--- config.mk ---
export PLATFORM = sky130hd
export DESIGN_NAME = hcbp_ram
export DESIGN_NICKNAME = d
export VERILOG_FILES = /design/src/design/hcbp_ram.sv
export SDC_FILE = /design/constraint.sdc
export NUM_CORES = 2
export LEC_CHECK = 0
export ABC_CLOCK_PERIOD_IN_PS = 5700
export BUFFER_PORTS_ARGS = -buffer_cell sky130_fd_sc_hd__buf_2
export CAP_MARGIN = 10
export CELL_PAD_IN_SITES_DETAIL_PLACEMENT = 1
export CELL_PAD_IN_SITES_GLOBAL_PLACEMENT = 1
export CORE_MARGIN = 1
export CORE_UTILIZATION = 35
export DETAILED_ROUTE_END_ITERATION = 12
export GPL_ROUTABILITY_DRIVEN = 0
export PLACE_DENSITY = 0.55
export SYNTH_ARGS = -nofsm -noshare
export SYNTH_HDL_FRONTEND = slang
export SYNTH_SLANG_ARGS = --single-unit
--- constraint.sdc ---
create_clock -name clk -period 5.7 [get_ports clk]
set_clock_uncertainty 0.2 [all_clocks]
set_input_delay 0.285 -clock clk [delete_from_list [all_inputs] [get_ports clk]]
set_output_delay 0.285 -clock clk [all_outputs]
set_load 0.005 [all_outputs]
--- src/design/hcbp_ram.sv ---
module hcbp_ram #(
    parameter int WIDTH = 8,
    parameter int DEPTH = 256
) (
    input  logic                             clk,
    input  logic                             we,
    input  logic [$clog2(DEPTH > 1 ? DEPTH : 2)-1:0] waddr,
    input  logic [WIDTH-1:0]                 wdata,
    input  logic [$clog2(DEPTH > 1 ? DEPTH : 2)-1:0] raddr,
    output logic [WIDTH-1:0]                 rdata
);

    logic [WIDTH-1:0] mem [DEPTH];

    always_ff @(posedge clk)
    begin
        if (we)
        begin
            mem[waddr] <= wdata;
        end
        rdata <= mem[raddr];
    end

endmodule

# Yosys cells after proc, flatten, opt, wreduce, memory -nomap -nowiden
# Memories as Yosys holds them, arrays and structs flattened. A register that Yosys moved wholly into a read port is not among the register bits.
# Index checks and enable logic that the tools add are counted.
# word_totals
regBits	0
latchBits	0
mem_bits_rw	2048
mem_bits_ro	0
elab_cells	3
mem_count	1
# op_classes
add_sub_neg	0
n_mul	0
div_mod_pow	0
magnitude_cmp	0
eq_ne	0
shifts	0
mux	2
n_bitwise	0
n_reduce_logical	0
# memory_table
name	words	width	rd	rd_clocked_by_memory_dff	wr	line_no	text
mem	256	8	1	1	1	13	logic [WIDTH-1:0] mem [DEPTH];
# op_table
op	n
two-way mux 1 bit	2

# Longest topological paths before layout
# depth
depth_word	2
ltp_mapped	11

# Worst setup path before layout
# OpenSTA, ideal clock, no wires.
# synth_path
path_kind	input to register
start	input port raddr[0] (netlist bit)
end	register rdata[2], read port of mem
setup_ns	0.131
arrival_time_ns	2.092
path_slack_ns	3.277
path_stages	9
n_path_buf	4
cell_sequence	buf_6 buf_12 buf_8 buf_2 mux4_2 a22oi_1 a21oi_1 nor4_1 nor4_2
# synth_lines
item	line_no	text
start: declaration	9	input logic [$clog2(DEPTH > 1 ? DEPTH : 2)-1:0] raddr,
end: declaration	10	output logic [WIDTH-1:0] rdata

==> results.yml <==
outcome:
  status: "finished clean"
yosys:
  synth.cells.most_frequent: "2048 x edfxtp_1, 454 x mux4_2, 282 x nor2_1"
  synth_simple_gate_area_share_pct: 2.63
  synth_top_area_share_pct: 77.3
  synth_seq_area_share_pct: 77.5
  syn-instance-count: 3733
  synth_top_flop_cell: "edfxtp_1"
  synth_most_common_cell: "edfxtp_1"
  synth_warnings: 0
  syn-cell-area_um2: 79600
  synth-compound-area-share_pct: 3.42
  synth-edff-count: 2048
  netlist_top_cells_area: "edfxtp_1 77%, mux4_2 13%, mux2i_1 1.7%"
  synthAdderAreaFrac_pct: 0
  synthMuxAreaShare_pct: 14.6
  syn_nets: 3759
  synth_area_per_cell_um2: 21.3
  async_flop_share_pct: 0
  synth_seq_cells: 2056
  synthDistinctLibCells: 55
  synth_top_family_by_area: "multiplexers"
  synthXorXnorAreaFrac_pct: 0
  yosysTopAreaCell: "edfxtp_1"
placement:
  place_inst: 6645
  placed_area_um2: 83300
  io_buffers: 33
  hpwlAfterDp_um: 135000
  dp_slack_ns: 1.14
sta:
  setup_viol: 0
  fin_crit_ns: 3.60
  tightestPinTransition_ns: 1.20
  slew_viol_final: 0
  finalSetupTns_ns: 0
  hold_violations: 0
  fin_ws_ns: 2.10
  post-route-period-util_pct: 63.1
  fmax_mhz: 278
  rsz0062_at_grt: "no"
  slew_headroom_pct: 19.6
power:
  total_power_mw: 31.6
  power.density_nw_per_um2: 350
  peakVddDrop_v: 0.000309
  leakage_nw: 27.4
die:
  die_x_um: 479
  dieArea_um2: 229000
  initial_core_util_pct: 35.3
  rows: 174
  die_h_um: 479
  coreArea_um2: 225000
  ioPinCount: 34
clock_tree:
  cts.sinks: 2056
  postCtsSetupRepairBufs: 0
  path_clk_slew_ns: 0.06
  clockRootBuffer: "clkbuf_16"
  clk_latency_ns: 0.85
  clock_path_buffers: 3
  h-tree-depth: 4
  holdBufCountCts: 13
  cts_tree: "yes"
  cts_buffers: 214
  cts_repair_resize_count: 0
drt:
  first_pass_iters: 5
  route.detailed.drc: 0
  drtIter0Drc: 3715
  routedWlPerCell_um: 31.3
  routed_wirelength_um: 221000
  ant_nets: 0
  avgViaCountPerCell: 5.49
  vias: 38700
grt:
  grt_max_degree: 161
  first_global_vias: 40600
  grt_usage_pct: 19.2
  grt_pass1_wl_um: 314000
  antenna_found_initial: 16
  grt-ovfl-total: 0
finish:
  fin_cells: 7062
  finalNetCount: 3908
  fillers: 21300
  drive_above_1_share_pct: 23.0
  multi_input_area_um2: 16500
  ff_latch_area_um2: 61700
  design_area_um2: 90100
  area_growth_syn_to_layout_pct: 13.2
setup_path:
  worstPathRequired_ns: 6.18
  arrival_ns: 4.08
  path_cells: "buf_8, buf_12, buf_12, buf_4, mux4_2, mux4_2, nor2_1, a2111oi_1, nor3_1, nor4_1"
  cp_top_family: "buffers and inverters"
  cp-start-kind: "primary input"
  max_stage_delay_ns: 0.90
  critPathSlowestCell: "nor3_1"
  critPathBufInv: 4
  path_class: "primary input to flip-flop"
  path_max_fanout: 39
  crit_path_end_kind: "flip-flop"
min_path:
  hold_class: "primary input to flip-flop"
run:
  maxCapViolCount: 0
[placed cells by master (no fill, tap or decap), types with 46 or more instances in the layout]
cell / netlist / layout
a21oi_1: 96 / 96
a22oi_1: 133 / 133
buf_4: 27 / 105
clkbuf_16: 0 / 216
clkinv_1: 1 / 53
edfxtp_1: 2048 / 2048
mux2i_1: 134 / 134
mux4_2: 454 / 454
nor2_1: 282 / 279
o221ai_1: 46 / 46
[sequential cells by signal, summed over array words and instances, names as in the netlist]
name,cells
mem,2048
rdata,8
[where the power goes]
part | internal (mW) | total (mW) | switching (mW)
logic | 0.513 | 1.56 | 1.04
registers | 16.7 | 16.7 | 0.0348
clock network | 7.35 | 13.3 | 5.94
[layout make-up]
class                   instances  share of cell area (%)
well taps                    2992                    4.16
multi-input cells            1442                    18.4
clock buffers                 261                    6.19
inverters                       2                 0.00833
flip-flops and latches       2056                    68.4
repair buffers                166                    1.68
clock inverters               130                    1.12
diodes                         13                  0.0361
[cell families (layout without fill, tap and decap cells)]
| group | Yosys count | count (layout) |
|---|---|---|
| buffers and inverters | 235 | 559 |
| AO/OA/AOI/OAI | 385 | 385 |
| other | 0 | 13 |
| AND/OR/NAND/NOR | 466 | 466 |
| multiplexers | 591 | 591 |
| flip-flops | 2056 | 2056 |
[worst register-to-register path: cells and delay by family (launching register included)]
| family | cells | cell delay (ns) |
|---|---|---|
| AOI/OAI and AO/OA | 3 | 1.14 |
| and+or+nand+nor | 2 | 1.06 |
| muxes | 1 | 0.49 |
| DFF | 1 | 0.37 |
[through the flow]
step                      hold slack, ns  utilization, %
after floorplan                    0.184               -
after global placement             0.566            37.0
after detailed placement           0.561            37.0
after CTS                         0.0208            40.0
after global routing              0.0744            40.0
final                             0.0966            40.0
[layer usage]
| layer | global-route usage, % | wire length (um) |
|---|---|---|
| met4 | 4.71 | 4920 |
| met1 | 27.4 | 98100 |
| met2 | 31.1 | 107000 |
| met5 | 0 | 13 |
| met3 | 2.71 | 11300 |
[path summary, 6_finish.rpt]
check	start	to	cells after the start	slack, ns
max	raddr[0]	rdata[1]	10	2.10
min	we	mem[209][5]	3	0.1
max reg2reg	mem[82][5]	rdata[5]	6	2.26
min reg2reg	mem[39][1]	rdata[1]	5	0.97
No activity file was read; power rests on OpenSTA's default activity.
